<file path="src/hdl/dllm_pkg.sv">
package dllm_pkg;

  // Command codes carried on the input channel.
  typedef enum logic [3:0] {
    CMD_INIT         = 4'd0,
    CMD_ADD_FIRST    = 4'd1,
    CMD_ADD_LAST     = 4'd2,
    CMD_REMOVE_FIRST = 4'd3,
    CMD_INSERT_AFTER = 4'd4,
    CMD_REMOVE       = 4'd5,
    CMD_REMOVE_ALL   = 4'd6,
    CMD_NEXT         = 4'd7,
    CMD_PREV         = 4'd8
  } cmd_t;

  // Microprogram addresses.
  typedef logic [4:0] upc_t;

  localparam upc_t UPC_DONE  = 5'd0;
  localparam upc_t UPC_INIT  = 5'd1;
  localparam upc_t UPC_ADDF0 = 5'd2;
  localparam upc_t UPC_ADDF1 = 5'd3;
  localparam upc_t UPC_ADDF2 = 5'd4;
  localparam upc_t UPC_ADDL0 = 5'd5;
  localparam upc_t UPC_ADDL1 = 5'd6;
  localparam upc_t UPC_RMF0  = 5'd7;
  localparam upc_t UPC_RMF1  = 5'd8;
  localparam upc_t UPC_INS0  = 5'd9;
  localparam upc_t UPC_INS1  = 5'd10;
  localparam upc_t UPC_INS2  = 5'd11;
  localparam upc_t UPC_RM0   = 5'd12;
  localparam upc_t UPC_RM1   = 5'd13;
  localparam upc_t UPC_CLR0  = 5'd14;
  localparam upc_t UPC_CLR1  = 5'd15;
  localparam upc_t UPC_CLR2  = 5'd16;
  localparam upc_t UPC_NXT0  = 5'd17;
  localparam upc_t UPC_NXT1  = 5'd18;
  localparam upc_t UPC_PRV0  = 5'd19;
  localparam upc_t UPC_PRV1  = 5'd20;
  localparam upc_t UPC_LAST  = 5'd20;

  // Sources for link memory addresses, write data and working registers.
  typedef enum logic [2:0] {
    AS_NODE   = 3'd0,
    AS_ANCHOR = 3'd1,
    AS_HEAD   = 3'd2,
    AS_FIRST  = 3'd3,
    AS_LAST   = 3'd4,
    AS_RDN    = 3'd5,
    AS_RDP    = 3'd6,
    AS_TMP    = 3'd7
  } src_sel_t;

  typedef enum logic [1:0] {
    K_HOLD = 2'd0,
    K_LOAD = 2'd1,
    K_DEC  = 2'd2
  } kop_t;

  typedef enum logic [1:0] {
    CNT_HOLD  = 2'd0,
    CNT_UP    = 2'd1,
    CNT_DOWN  = 2'd2,
    CNT_CLEAR = 2'd3
  } cnt_op_t;

  typedef enum logic [2:0] {
    JC_NEXT       = 3'd0,
    JC_ALWAYS     = 3'd1,
    JC_CNT_ZERO   = 3'd2,
    JC_ANCHOR_BAD = 3'd3,
    JC_K_MORE     = 3'd4
  } jcond_t;

  // One control word of the microprogram.
  typedef struct packed {
    src_sel_t rn_sel;
    src_sel_t rp_sel;
    logic     wn_en;
    src_sel_t wn_addr;
    src_sel_t wn_data;
    logic     wp_en;
    src_sel_t wp_addr;
    src_sel_t wp_data;
    logic     tmp_ld;
    src_sel_t tmp_src;
    kop_t     k_op;
    cnt_op_t  cnt_op;
    logic     res_ld;
    src_sel_t res_src;
    logic     res_chk;
    logic     fin;
    jcond_t   jc;
    upc_t     jt;
  } ucw_t;

  // Status from the datapath used by conditional jumps and the result stall.
  typedef struct packed {
    logic cnt_zero;
    logic anchor_bad;
    logic k_one;
    logic out_busy;
  } cond_t;

  // Microprogram store.
  function automatic ucw_t ucode(upc_t a);
    ucw_t w;
    w = '0;
    case (a)
      UPC_DONE: begin
        w.fin = 1'b1;
      end
      UPC_INIT: begin
        w.wn_en = 1'b1; w.wn_addr = AS_NODE; w.wn_data = AS_NODE;
        w.wp_en = 1'b1; w.wp_addr = AS_NODE; w.wp_data = AS_NODE;
        w.jc = JC_ALWAYS; w.jt = UPC_DONE;
      end
      UPC_ADDF0: begin
        w.rp_sel = AS_FIRST;
        w.wn_en = 1'b1; w.wn_addr = AS_NODE; w.wn_data = AS_FIRST;
      end
      UPC_ADDF1: begin
        w.wp_en = 1'b1; w.wp_addr = AS_NODE; w.wp_data = AS_RDP;
      end
      UPC_ADDF2: begin
        w.wp_en = 1'b1; w.wp_addr = AS_FIRST; w.wp_data = AS_NODE;
        w.wn_en = 1'b1; w.wn_addr = AS_HEAD; w.wn_data = AS_NODE;
        w.cnt_op = CNT_UP;
        w.jc = JC_ALWAYS; w.jt = UPC_DONE;
      end
      UPC_ADDL0: begin
        w.wn_en = 1'b1; w.wn_addr = AS_NODE; w.wn_data = AS_HEAD;
        w.wp_en = 1'b1; w.wp_addr = AS_NODE; w.wp_data = AS_LAST;
      end
      UPC_ADDL1: begin
        w.wn_en = 1'b1; w.wn_addr = AS_LAST; w.wn_data = AS_NODE;
        w.wp_en = 1'b1; w.wp_addr = AS_HEAD; w.wp_data = AS_NODE;
        w.cnt_op = CNT_UP;
        w.jc = JC_ALWAYS; w.jt = UPC_DONE;
      end
      UPC_RMF0: begin
        w.rn_sel = AS_FIRST;
        w.jc = JC_CNT_ZERO; w.jt = UPC_DONE;
      end
      UPC_RMF1: begin
        w.wp_en = 1'b1; w.wp_addr = AS_RDN; w.wp_data = AS_HEAD;
        w.wn_en = 1'b1; w.wn_addr = AS_HEAD; w.wn_data = AS_RDN;
        w.res_ld = 1'b1; w.res_src = AS_FIRST;
        w.cnt_op = CNT_DOWN;
        w.jc = JC_ALWAYS; w.jt = UPC_DONE;
      end
      UPC_INS0: begin
        w.rn_sel = AS_ANCHOR;
        w.jc = JC_ANCHOR_BAD; w.jt = UPC_DONE;
      end
      UPC_INS1: begin
        w.wn_en = 1'b1; w.wn_addr = AS_NODE; w.wn_data = AS_RDN;
        w.wp_en = 1'b1; w.wp_addr = AS_NODE; w.wp_data = AS_ANCHOR;
        w.tmp_ld = 1'b1; w.tmp_src = AS_RDN;
      end
      UPC_INS2: begin
        w.wn_en = 1'b1; w.wn_addr = AS_ANCHOR; w.wn_data = AS_NODE;
        w.wp_en = 1'b1; w.wp_addr = AS_TMP; w.wp_data = AS_NODE;
        w.cnt_op = CNT_UP;
        w.jc = JC_ALWAYS; w.jt = UPC_DONE;
      end
      UPC_RM0: begin
        w.rn_sel = AS_NODE;
        w.rp_sel = AS_NODE;
      end
      UPC_RM1: begin
        w.wn_en = 1'b1; w.wn_addr = AS_RDP; w.wn_data = AS_RDN;
        w.wp_en = 1'b1; w.wp_addr = AS_RDN; w.wp_data = AS_RDP;
        w.cnt_op = CNT_DOWN;
        w.jc = JC_ALWAYS; w.jt = UPC_DONE;
      end
      UPC_CLR0: begin
        w.rn_sel = AS_FIRST;
        w.tmp_ld = 1'b1; w.tmp_src = AS_FIRST;
        w.k_op = K_LOAD;
        w.jc = JC_CNT_ZERO; w.jt = UPC_CLR2;
      end
      UPC_CLR1: begin
        w.wn_en = 1'b1; w.wn_addr = AS_TMP; w.wn_data = AS_TMP;
        w.wp_en = 1'b1; w.wp_addr = AS_TMP; w.wp_data = AS_TMP;
        w.tmp_ld = 1'b1; w.tmp_src = AS_RDN;
        w.rn_sel = AS_RDN;
        w.k_op = K_DEC;
        w.jc = JC_K_MORE; w.jt = UPC_CLR1;
      end
      UPC_CLR2: begin
        w.wn_en = 1'b1; w.wn_addr = AS_HEAD; w.wn_data = AS_HEAD;
        w.wp_en = 1'b1; w.wp_addr = AS_HEAD; w.wp_data = AS_HEAD;
        w.cnt_op = CNT_CLEAR;
        w.jc = JC_ALWAYS; w.jt = UPC_DONE;
      end
      UPC_NXT0: begin
        w.rn_sel = AS_NODE;
      end
      UPC_NXT1: begin
        w.res_ld = 1'b1; w.res_src = AS_RDN; w.res_chk = 1'b1;
        w.jc = JC_ALWAYS; w.jt = UPC_DONE;
      end
      UPC_PRV0: begin
        w.rp_sel = AS_NODE;
      end
      UPC_PRV1: begin
        w.res_ld = 1'b1; w.res_src = AS_RDP; w.res_chk = 1'b1;
        w.jc = JC_ALWAYS; w.jt = UPC_DONE;
      end
      default: begin
        w.fin = 1'b1;
      end
    endcase
    return w;
  endfunction

  // Entry point of the microprogram for a command.
  function automatic upc_t entry_point(logic [3:0] cmd, logic node_ok);
    upc_t e;
    e = UPC_DONE;
    case (cmd)
      CMD_INIT:         e = node_ok ? UPC_INIT  : UPC_DONE;
      CMD_ADD_FIRST:    e = node_ok ? UPC_ADDF0 : UPC_DONE;
      CMD_ADD_LAST:     e = node_ok ? UPC_ADDL0 : UPC_DONE;
      CMD_REMOVE_FIRST: e = UPC_RMF0;
      CMD_INSERT_AFTER: e = node_ok ? UPC_INS0  : UPC_DONE;
      CMD_REMOVE:       e = node_ok ? UPC_RM0   : UPC_DONE;
      CMD_REMOVE_ALL:   e = UPC_CLR0;
      CMD_NEXT:         e = node_ok ? UPC_NXT0  : UPC_DONE;
      CMD_PREV:         e = node_ok ? UPC_PRV0  : UPC_DONE;
      default:          e = UPC_DONE;
    endcase
    return e;
  endfunction

endpackage

</file>
<file path="src/hdl/dllm_ram.sv">
module dllm_ram #(
  parameter int WIDTH = 5,
  parameter int DEPTH = 17
) (
  input  logic                     clk,
  input  logic                     we,
  input  logic [$clog2(DEPTH)-1:0] waddr,
  input  logic [WIDTH-1:0]         wdata,
  input  logic [$clog2(DEPTH)-1:0] raddr,
  output logic [WIDTH-1:0]         rdata
);

  logic [WIDTH-1:0] mem_r [DEPTH];
  logic [WIDTH-1:0] rdata_r;

  // One write port, one registered read port; a read of the address being
  // written returns the old contents.
  always_ff @(posedge clk) begin
    if (we) begin
      mem_r[waddr] <= wdata;
    end
    rdata_r <= mem_r[raddr];
  end

  assign rdata = rdata_r;

endmodule

</file>
<file path="src/hdl/dllm_seq.sv">
module dllm_seq (
  input  logic            clk,
  input  logic            rst_n,
  input  logic            accept,
  input  logic [3:0]      cmd,
  input  logic            node_ok,
  input  dllm_pkg::cond_t cond,
  output logic            slot_free,
  output dllm_pkg::ucw_t  ucw
);
  import dllm_pkg::*;

  logic busy_r, busy_nxt;
  upc_t upc_r, upc_nxt;
  ucw_t raw;
  logic go;
  logic taken;

  assign raw = ucode(upc_r);

  // The final step of an item waits while the result register is still full.
  assign go        = busy_r && !(raw.fin && cond.out_busy);
  assign slot_free = !busy_r || (raw.fin && !cond.out_busy);

  // Jump condition decode.
  always_comb begin
    case (raw.jc)
      JC_NEXT:       taken = 1'b0;
      JC_ALWAYS:     taken = 1'b1;
      JC_CNT_ZERO:   taken = cond.cnt_zero;
      JC_ANCHOR_BAD: taken = cond.anchor_bad;
      JC_K_MORE:     taken = !cond.k_one;
      default:       taken = 1'b0;
    endcase
  end

  // Step counter and busy flag.
  always_comb begin
    busy_nxt = busy_r;
    upc_nxt  = upc_r;
    if (accept) begin
      busy_nxt = 1'b1;
      upc_nxt  = entry_point(cmd, node_ok);
    end else if (go) begin
      if (raw.fin) begin
        busy_nxt = 1'b0;
      end else if (taken) begin
        upc_nxt = raw.jt;
      end else begin
        upc_nxt = upc_r + upc_t'(1);
      end
    end
  end

  always_ff @(posedge clk) begin
    if (!rst_n) begin
      busy_r <= 1'b0;
      upc_r  <= UPC_DONE;
    end else begin
      busy_r <= busy_nxt;
      upc_r  <= upc_nxt;
    end
  end

  // Control word with all side effects masked when no step executes.
  always_comb begin
    ucw = raw;
    if (!go) begin
      ucw.wn_en  = 1'b0;
      ucw.wp_en  = 1'b0;
      ucw.tmp_ld = 1'b0;
      ucw.k_op   = K_HOLD;
      ucw.cnt_op = CNT_HOLD;
      ucw.res_ld = 1'b0;
      ucw.fin    = 1'b0;
    end
  end

`ifndef SYNTHESIS
  a_upc_range : assert property (@(posedge clk) disable iff (!rst_n)
    busy_r |-> (upc_r <= UPC_LAST))
    else $error("step counter outside the microprogram");

  a_fin_hold : assert property (@(posedge clk) disable iff (!rst_n)
    (busy_r && raw.fin && cond.out_busy) |=> (busy_r && upc_r == UPC_DONE))
    else $error("final step left while the result register was full");
`endif

endmodule

</file>
<file path="src/hdl/doubly_linked_list_manager.sv">
// Ordered doubly linked list over POOL_NODES node handles plus a head sentinel.
// Input channel (in_*): one command item per handshake; in_tuser carries the
// command code, in_tdata the node handle and the anchor. Output channel
// (out_*): exactly one result item per command, with the returned node, its
// valid flag, the list count and the first and last nodes after the command.
// Each command runs as a short microprogram over two link memories (next and
// previous) with one write and one registered read port each; the memory ports
// set the step count. Remove first on an empty list and insert after an anchor
// past the sentinel end early, remove all walks the whole list, and ignored
// commands go straight to the final step. The result is registered: it appears
// the cycle after the final step and holds while out_tready is low; the next
// command is already accepted and runs up to its final step meanwhile.
// After reset a clearing pass self-links every memory entry, the sentinel
// included; in_tready stays low during it.
module doubly_linked_list_manager #(
  parameter int POOL_NODES = 16
) (
  input  logic clk,
  input  logic rst_n,
  input  logic in_tvalid,
  output logic in_tready,
  // node [NODE_W-1:0], anchor [NODE_W+LINK_W-1:NODE_W], zero padded
  input  logic [((($clog2(POOL_NODES) + $clog2(POOL_NODES + 1)) + 7) / 8) * 8 - 1:0] in_tdata,
  // cmd [3:0]
  input  logic [3:0] in_tuser,
  output logic out_tvalid,
  input  logic out_tready,
  // result_node, list_count, first_node, last_node (LINK_W bits each), zero padded
  output logic [((4 * $clog2(POOL_NODES + 1) + 7) / 8) * 8 - 1:0] out_tdata,
  // result_valid [0]
  output logic [0:0] out_tuser
);
  import dllm_pkg::*;

  localparam int NODE_W = $clog2(POOL_NODES);
  localparam int LINK_W = $clog2(POOL_NODES + 1);
  localparam int OUT_TDATA_W = ((4 * LINK_W + 7) / 8) * 8;
  localparam logic [LINK_W-1:0] HEAD_IDX = LINK_W'(POOL_NODES);

  logic [NODE_W-1:0] in_node;
  logic [LINK_W-1:0] in_anchor;
  logic              in_node_ok;
  logic              accept;
  logic              slot_free;

  logic [NODE_W-1:0] node_r;
  logic [LINK_W-1:0] anchor_r;
  logic [LINK_W-1:0] res_r, res_nxt;
  logic [LINK_W-1:0] tmp_r;
  logic [LINK_W-1:0] k_r;
  logic [LINK_W-1:0] count_r, count_nxt;
  logic [LINK_W-1:0] head_next_r, head_prev_r;
  logic              clr_active_r;
  logic [LINK_W-1:0] clr_idx_r;

  logic              out_valid_r;
  logic [LINK_W-1:0] out_res_r, out_cnt_r, out_first_r, out_last_r;
  logic              out_rv_r;

  logic [LINK_W-1:0] rd_next, rd_prev;
  logic [LINK_W-1:0] src_v [8];
  logic              n_we, p_we;
  logic [LINK_W-1:0] n_waddr, n_wdata, p_waddr, p_wdata;

  cond_t cond;
  ucw_t  ucw;

  // Input unpacking and handshake.
  assign in_node    = in_tdata[NODE_W-1:0];
  assign in_anchor  = in_tdata[NODE_W+LINK_W-1:NODE_W];
  assign in_node_ok = LINK_W'(in_node) < HEAD_IDX;
  assign in_tready  = !clr_active_r && slot_free;
  assign accept     = in_tvalid && in_tready;

  // Status for the sequencer.
  assign cond.cnt_zero   = (count_r == '0);
  assign cond.anchor_bad = (anchor_r > HEAD_IDX);
  assign cond.k_one      = (k_r == LINK_W'(1));
  assign cond.out_busy   = out_valid_r && !out_tready;

  dllm_seq u_seq (
    .clk       (clk),
    .rst_n     (rst_n),
    .accept    (accept),
    .cmd       (in_tuser),
    .node_ok   (in_node_ok),
    .cond      (cond),
    .slot_free (slot_free),
    .ucw       (ucw)
  );

  // Operand sources selected by the control word.
  always_comb begin
    src_v[AS_NODE]   = LINK_W'(node_r);
    src_v[AS_ANCHOR] = anchor_r;
    src_v[AS_HEAD]   = HEAD_IDX;
    src_v[AS_FIRST]  = head_next_r;
    src_v[AS_LAST]   = head_prev_r;
    src_v[AS_RDN]    = rd_next;
    src_v[AS_RDP]    = rd_prev;
    src_v[AS_TMP]    = tmp_r;
  end

  // Link memory write ports; the clearing pass owns them after reset.
  assign n_we    = clr_active_r || ucw.wn_en;
  assign n_waddr = clr_active_r ? clr_idx_r : src_v[ucw.wn_addr];
  assign n_wdata = clr_active_r ? clr_idx_r : src_v[ucw.wn_data];
  assign p_we    = clr_active_r || ucw.wp_en;
  assign p_waddr = clr_active_r ? clr_idx_r : src_v[ucw.wp_addr];
  assign p_wdata = clr_active_r ? clr_idx_r : src_v[ucw.wp_data];

  dllm_ram #(.WIDTH(LINK_W), .DEPTH(POOL_NODES + 1)) u_next_ram (
    .clk   (clk),
    .we    (n_we),
    .waddr (n_waddr),
    .wdata (n_wdata),
    .raddr (src_v[ucw.rn_sel]),
    .rdata (rd_next)
  );

  dllm_ram #(.WIDTH(LINK_W), .DEPTH(POOL_NODES + 1)) u_prev_ram (
    .clk   (clk),
    .we    (p_we),
    .waddr (p_waddr),
    .wdata (p_wdata),
    .raddr (src_v[ucw.rp_sel]),
    .rdata (rd_prev)
  );

  // Returned node; a neighbor query that finds the node itself is invalid.
  always_comb begin
    res_nxt = src_v[ucw.res_src];
    if (ucw.res_chk && res_nxt == LINK_W'(node_r)) begin
      res_nxt = HEAD_IDX;
    end
  end

  // Saturating list count.
  always_comb begin
    count_nxt = count_r;
    case (ucw.cnt_op)
      CNT_HOLD:  count_nxt = count_r;
      CNT_UP:    count_nxt = (count_r != HEAD_IDX) ? count_r + LINK_W'(1) : count_r;
      CNT_DOWN:  count_nxt = (count_r != '0) ? count_r - LINK_W'(1) : count_r;
      CNT_CLEAR: count_nxt = '0;
      default:   count_nxt = count_r;
    endcase
  end

  // Control state: clearing pass, count, sentinel shadows and result valid.
  always_ff @(posedge clk) begin
    if (!rst_n) begin
      clr_active_r <= 1'b1;
      clr_idx_r    <= '0;
      count_r      <= '0;
      head_next_r  <= HEAD_IDX;
      head_prev_r  <= HEAD_IDX;
      out_valid_r  <= 1'b0;
    end else begin
      if (clr_active_r) begin
        clr_idx_r <= clr_idx_r + LINK_W'(1);
        if (clr_idx_r == HEAD_IDX) begin
          clr_active_r <= 1'b0;
        end
      end
      count_r <= count_nxt;
      if (ucw.wn_en && n_waddr == HEAD_IDX) begin
        head_next_r <= n_wdata;
      end
      if (ucw.wp_en && p_waddr == HEAD_IDX) begin
        head_prev_r <= p_wdata;
      end
      if (ucw.fin) begin
        out_valid_r <= 1'b1;
      end else if (out_tready) begin
        out_valid_r <= 1'b0;
      end
    end
  end

  // Item operands and working registers.
  always_ff @(posedge clk) begin
    if (accept) begin
      node_r   <= in_node;
      anchor_r <= in_anchor;
      res_r    <= HEAD_IDX;
    end else if (ucw.res_ld) begin
      res_r <= res_nxt;
    end
    if (ucw.tmp_ld) begin
      tmp_r <= src_v[ucw.tmp_src];
    end
    case (ucw.k_op)
      K_HOLD:  k_r <= k_r;
      K_LOAD:  k_r <= count_r;
      K_DEC:   k_r <= k_r - LINK_W'(1);
      default: k_r <= k_r;
    endcase
  end

  // Result register, loaded by the final step of each item.
  always_ff @(posedge clk) begin
    if (ucw.fin) begin
      out_res_r   <= res_r;
      out_rv_r    <= (res_r != HEAD_IDX);
      out_cnt_r   <= count_r;
      out_first_r <= (count_r != '0) ? head_next_r : HEAD_IDX;
      out_last_r  <= (count_r != '0) ? head_prev_r : HEAD_IDX;
    end
  end

  assign out_tvalid = out_valid_r;
  assign out_tdata  = OUT_TDATA_W'({out_last_r, out_first_r, out_cnt_r, out_res_r});
  assign out_tuser  = out_rv_r;

`ifndef SYNTHESIS
  a_count_limit : assert property (@(posedge clk) disable iff (!rst_n)
    count_r <= HEAD_IDX)
    else $error("list count above pool size");

  a_clear_quiet : assert property (@(posedge clk) disable iff (!rst_n)
    clr_active_r |-> (!out_valid_r && !in_tready))
    else $error("channel active during clearing pass");

  a_empty_ends : assert property (@(posedge clk) disable iff (!rst_n)
    (out_valid_r && out_cnt_r == '0) |-> (out_first_r == HEAD_IDX && out_last_r == HEAD_IDX))
    else $error("empty list reported with a first or last node");
`endif

endmodule
</file>
<file path="config.mk">
export PLATFORM = sky130hd
export DESIGN_NAME = doubly_linked_list_manager
export DESIGN_NICKNAME = d
export VERILOG_FILES = /design/src/hdl/dllm_pkg.sv /design/src/hdl/dllm_ram.sv /design/src/hdl/dllm_seq.sv /design/src/hdl/doubly_linked_list_manager.sv
export SDC_FILE = /design/constraint.sdc
export NUM_CORES = 1
export LEC_CHECK = 0
export BUFFER_PORTS_ARGS = -buffer_cell sky130_fd_sc_hd__buf_2
export CORE_MARGIN = 5
export CORE_UTILIZATION = 60
export CTS_CLUSTER_DIAMETER = 120
export CTS_CLUSTER_SIZE = 30
export DETAILED_ROUTE_END_ITERATION = 6
export GPL_ROUTABILITY_DRIVEN = 0
export GPL_TIMING_DRIVEN = 0
export HOLD_SLACK_MARGIN = 0.1
export PLACE_DENSITY = 0.8
export SYNTH_ARGS = -nofsm -noshare
export SYNTH_HDL_FRONTEND = slang
export SYNTH_HIERARCHICAL = 1
export SYNTH_SLANG_ARGS = --single-unit
</file>
<file path="constraint.sdc">
create_clock -name clk -period 6.5 [get_ports clk]
set_input_delay 1.3 -clock clk [delete_from_list [all_inputs] [get_ports clk]]
set_output_delay 1.3 -clock clk [all_outputs]
set_load 0.02 [all_outputs]
</file>
-- After elaboration in Yosys (flattened, before gate mapping)
Memories as Yosys holds them, arrays and structs flattened. A register that Yosys moved wholly into a read port is not among the register bits.
Index checks and enable logic that the tools add are counted.
- input bits: 24
- bits in registers: 73
- memory bits (writable): 170
- memories: 2
- bitwise operators: 9
- multiplexer cells: 66
- equality and inequality tests: 47
- magnitude comparators: 9
- reduce and logical (&&, ||, !) cells: 36
- add/subtract/negate cells: 5
- memory list (name ; words ; bits a word ; read ports ; clocked after memory_dff ; write ports ; line ; text):
    u_next_ram.mem_r ; 17 ; 5 ; 1 ; 1 ; 1 ; dllm_ram.sv:13 ; logic [WIDTH-1:0] mem_r [DEPTH];
    u_prev_ram.mem_r ; 17 ; 5 ; 1 ; 1 ; 1 ; dllm_ram.sv:13 ;
- operator list (operator ; count):
    $pmux W7 S11 ; 2
    $mux W5 ; 28
    $bmux W5 S3 ; 8
    $pmux W5 S9 ; 1
    $eq A5 B4 Y1 const B ; 8
    $eq A5 B5 Y1 const B ; 8
    $pmux W8 S5 ; 1
    $ge A4 B4 Y1 const B ; 8
    $not A3 Y4 ; 8
    $eq A5 B3 Y1 const B ; 4
    $reduce_or A20 Y1 ; 1
    $mux W1 ; 17
    $eq A4 B3 Y1 const B ; 4
    $add A5 B1 Y5 const B ; 3
    $pmux W5 S3 ; 1
    $pmux W4 S3 ; 1
    $eq A5 B1 Y1 const B ; 2
    $eq A5 B2 Y1 const B ; 2
    $ne A5 B5 Y1 const B ; 2
    $pmux W5 S2 ; 1
    $sub A5 B1 Y5 const B ; 2
    $logic_and A1 B1 Y1 ; 9
    $pmux W3 S3 ; 1
    $reduce_or A9 Y1 ; 1
    other kinds (29) ; 49

-- Logic depth before layout (Yosys ltp)
- depth in word-level cells: 10
- gate-level depth with buffers: 19
- depth with buffers taken out: 17

-- Hierarchy
Netlist, hierarchy kept.
- by module, submodules not included (module ; instances ; cells an instance ; sequential area each (um^2) ; area each (um^2)):
    doubly_linked_list_manager ; 1 ; 558 ; 1741.7 ; 5486.5
    dllm_ram (u_prev_ram) ; 1 ; 183 ; 2652.5 ; 3560.9
    dllm_ram (u_next_ram) ; 1 ; 188 ; 2652.5 ; 3559.7
    dllm_seq ; 1 ; 204 ; 120.1 ; 1398.8

-- Worst setup path before layout
OpenSTA, ideal clock, no wires.
- path type: flip-flop to flip-flop
- from: reg u_seq.upc_r[2]
- to: mem u_prev_ram.mem_r[8][0], enable pin
- path buffers: 5
- path slack: 2.184 ns
- arrival: 3.941 ns
- required time: 6.125 ns
- stages on the path, launching flop included: 17
- setup time: 0.375 ns
- cell sequence: dfxtp_1 buf_6 buf_4 clkbuf_1 and3_1 ha_1 clkbuf_1 nor2_1 nand2_1 a31o_2 buf_6 mux4_2 and2_0 o31a_1 nor2b_1 nand2_1 nor3b_1
- RTL lines (what ; line ; text):
    start, declared ; dllm_seq.sv:14 ; upc_t upc_r, upc_nxt;
    start signal, assigned ; dllm_seq.sv:61 ; upc_r <= upc_nxt;
    end, declared ; dllm_ram.sv:13 ;

==> results.json <==
{
  "track_usage": 0.2586,
  "grt_remaining_overflow": 0,
  "clock.fmax_mhz": 181.7,
  "whs_path_depth": 0,
  "setup_viol": 0,
  "initial_core_util": 0.6134,
  "dpl.hpwl_mm": 23.66,
  "cts.repair.resized": 0,
  "drive_gt1_frac": 0.1766,
  "fillCellCount": 1704,
  "crit_family": "simple AND/OR/NAND/NOR gates",
  "r2r_cells": 16,
  "cts.clk_slew.worst_paths_ns": 0.11,
  "switching_share": 0.2136,
  "reg2reg_slack_ns": 1.0,
  "root_buffer": "clkbuf_16",
  "tightest_slew_ns": 0.9408,
  "slowest_stage": "nor3_1",
  "syn_to_final_growth_pct": 7.245,
  "boundaryPins": 51,
  "synth.avg_cell_area_um2": 12.39,
  "dieArea_um2": 26440,
  "arrival_ns": 5.62,
  "grt_pass1_vias": 9437,
  "regArea_um2": 7167,
  "num_rows": 55,
  "detail_route.vias_per_cell": 6.522,
  "cts_sinks": 253,
  "vias": 9841,
  "wl_per_cell_um": 22.87,
  "grt_max_degree": 32,
  "cp.required_ns": 6.62,
  "slew_headroom": 0.3704,
  "syn_inst": 1128,
  "cp-start-kind": "flop",
  "antenna_found_initial": 0,
  "p_seq_frac": 0.639,
  "io_buffers": 37,
  "hold_class": "reg -> reg",
  "crit_buf_inv": 5,
  "p_clk_frac": 0.309,
  "fin_skew_ns": 0.01895,
  "cp_slowest_stage_delay_ns": 0.72,
  "clock_path_buffers": 3,
  "outcome": "completed",
  "grt_setup_unrepaired": "no",
  "crit_path_cell_trace": "buf_6, buf_4, clkbuf_1, and3_1, ha_1, clkbuf_1, nor2_1, nand2_1, a31o_2, buf_6, mux4_2, and2_0, o31a_1, nor2b_1, nand2_1, nor3_1",
  "finalSetupTns_ns": 0,
  "drtIter0Drc": 1190,
  "htreeDepth": 1,
  "maxSlewViolCount": 0,
  "nNetsFinal": 1228,
  "core_um2": 22780,
  "die_h_um": 162.6,
  "internal_power_mw": 2.221,
  "clock_latency_ns": 0.50,
  "fin_crit_ns": 5.504,
  "firstDrtPassIters": 6,
  "synth_warnings": 6,
  "period_share": 0.8468,
  "drt-total-wl_mm": 34.51,
  "multiInputGateArea_um2": 6076,
  "fp.dieW_um": 162.6,
  "cts_buffers": 12,
  "worstSetupPathType": "reg -> reg",
  "p_leak_nw": 5.265,
  "path_depth": 16,
  "peakVddDrop_uv": 318.0,
  "antenna_left": 0,
  "power_density_nw_per_um2": 188.5,
  "cts_setup_buffers": 0,
  "maxCapViolCount": 0,
  "cp_max_fo": 10,
  "share_comb_of_total_power": 0.052,
  "grt_pass1_wl_mm": 53.13,
  "cts_tree": "done",
  "whs_ns": 0.4668,
  "p_switching_uw": 603.1,
  "hold_violations": 0,
  "cts_hold_buffers": 0,
  "end_kind": "flop",
  "synth.cell_area_um2": 13970,
  "drc": 0
}
[flip-flops by register name, indices dropped and copies added, names as in the netlist, named ones only]
register and cells:
clr_idx_r 5, k_r 5, anchor_r 5, node_r 4
res_r 5, u_prev_ram/mem_r 85, out_first_r 5, out_cnt_r 5
head_prev_r 5, u_seq/upc_r 5, u_prev_ram/rdata 5, u_next_ram/mem_r 85
count_r 5, out_tuser 1, out_last_r 5, out_res_r 5
out_tvalid 1, u_next_ram/rdata 5, head_next_r 5, u_seq/busy_r 1
clr_active_r 1
[path summary, 6_finish.rpt]
kind | to | start
max | u_prev_ram/mem_r[0][1] | u_seq/upc_r[2]
min | out_res_r[2] | res_r[2]
max reg2reg | u_prev_ram/mem_r[0][1] | u_seq/upc_r[2]
min reg2reg | out_res_r[2] | res_r[2]
[layout by cell type (no fill, tap or decap), types with 13 or more instances in the layout]
| cell | instances |
|---|---|
| nor2_1 | 80 |
| o22ai_1 | 14 |
| buf_6 | 13 |
| a21oi_1 | 58 |
| clkbuf_1 | 37 |
| mux4_1 | 16 |
| dfxtp_1 | 43 |
| buf_2 | 52 |
| o21ai_0 | 14 |
| inv_1 | 43 |
| mux2_2 | 34 |
| buf_4 | 18 |
| nand3_1 | 15 |
| nor2b_1 | 49 |
| ha_1 | 14 |
| nand2_1 | 60 |
| mux4_2 | 30 |
| nand2b_1 | 27 |
| a22oi_1 | 16 |
| mux2i_1 | 76 |
| a221oi_1 | 19 |
| edfxtp_1 | 210 |
| clkbuf_16 | 13 |
[per-stage QoR]
| stage | instances | util | power [mW] | area, um2 | setup slack (ns) |
|---|---|---|---|---|---|
| floorplan | 1135 | - | 1.929 | 14000 | 2.267 |
| global placement | 1485 | 0.6399 | 1.976 | 14580 | 1.105 |
| detailed placement | 1488 | 0.6416 | 1.983 | 14610 | 1.166 |
| CTS | 1508 | 0.6577 | 2.839 | 14980 | 1.100 |
| global route | 1508 | 0.6577 | 2.919 | 14980 | 0.8151 |
| finish | 1509 | 0.6578 | 2.824 | 14980 | 0.9958 |
[power by group through the flow]
stage | combinational (mW) | clock (mW) | sequential [mW]
6_report | 0.147 | 0.874 | 1.80
5_1_grt | 0.158 | 0.956 | 1.81
4_1_cts | 0.146 | 0.891 | 1.80
3_5_place_dp | 0.144 | 0 | 1.84
3_3_place_gp | 0.140 | 0 | 1.84
2_1_floorplan | 0.101 | 0 | 1.83
[area by class of cell]
class                           instances  area share
Timing Repair Buffer                   40     0.01461
Inverter                               43     0.01077
Tap cell                              313     0.02614
Clock inverter                          1    0.001336
Buffer                                 95     0.04000
Antenna cell                            1   0.0001670
Sequential cell                       253      0.4783
Multi-Input combinational cell        744      0.4055
Clock buffer                           19     0.02321
[metal layers]
layer,vias up,GRT usage,share of wire
met1,4696,0.3596,0.40
met2,607,0.4128,0.45
met4,0,0.09035,0.040
met5,-,0,0
li1,4428,-,-
met3,110,0.04809,0.11
[worst reg2reg max path, stage by stage, from the launching register on]
cell and delay (ns):
dfxtp_1 0.38, buf_6 0.15, buf_4 0.19, clkbuf_1 0.45, and3_1 0.28, ha_1 0.25
clkbuf_1 0.37, nor2_1 0.18, nand2_1 0.30, a31o_2 0.17, buf_6 0.14, mux4_2 0.50
and2_0 0.17, o31a_1 0.36, nor2b_1 0.34, nand2_1 0.19, nor3_1 0.72
No activity file was read; power rests on OpenSTA's default activity.
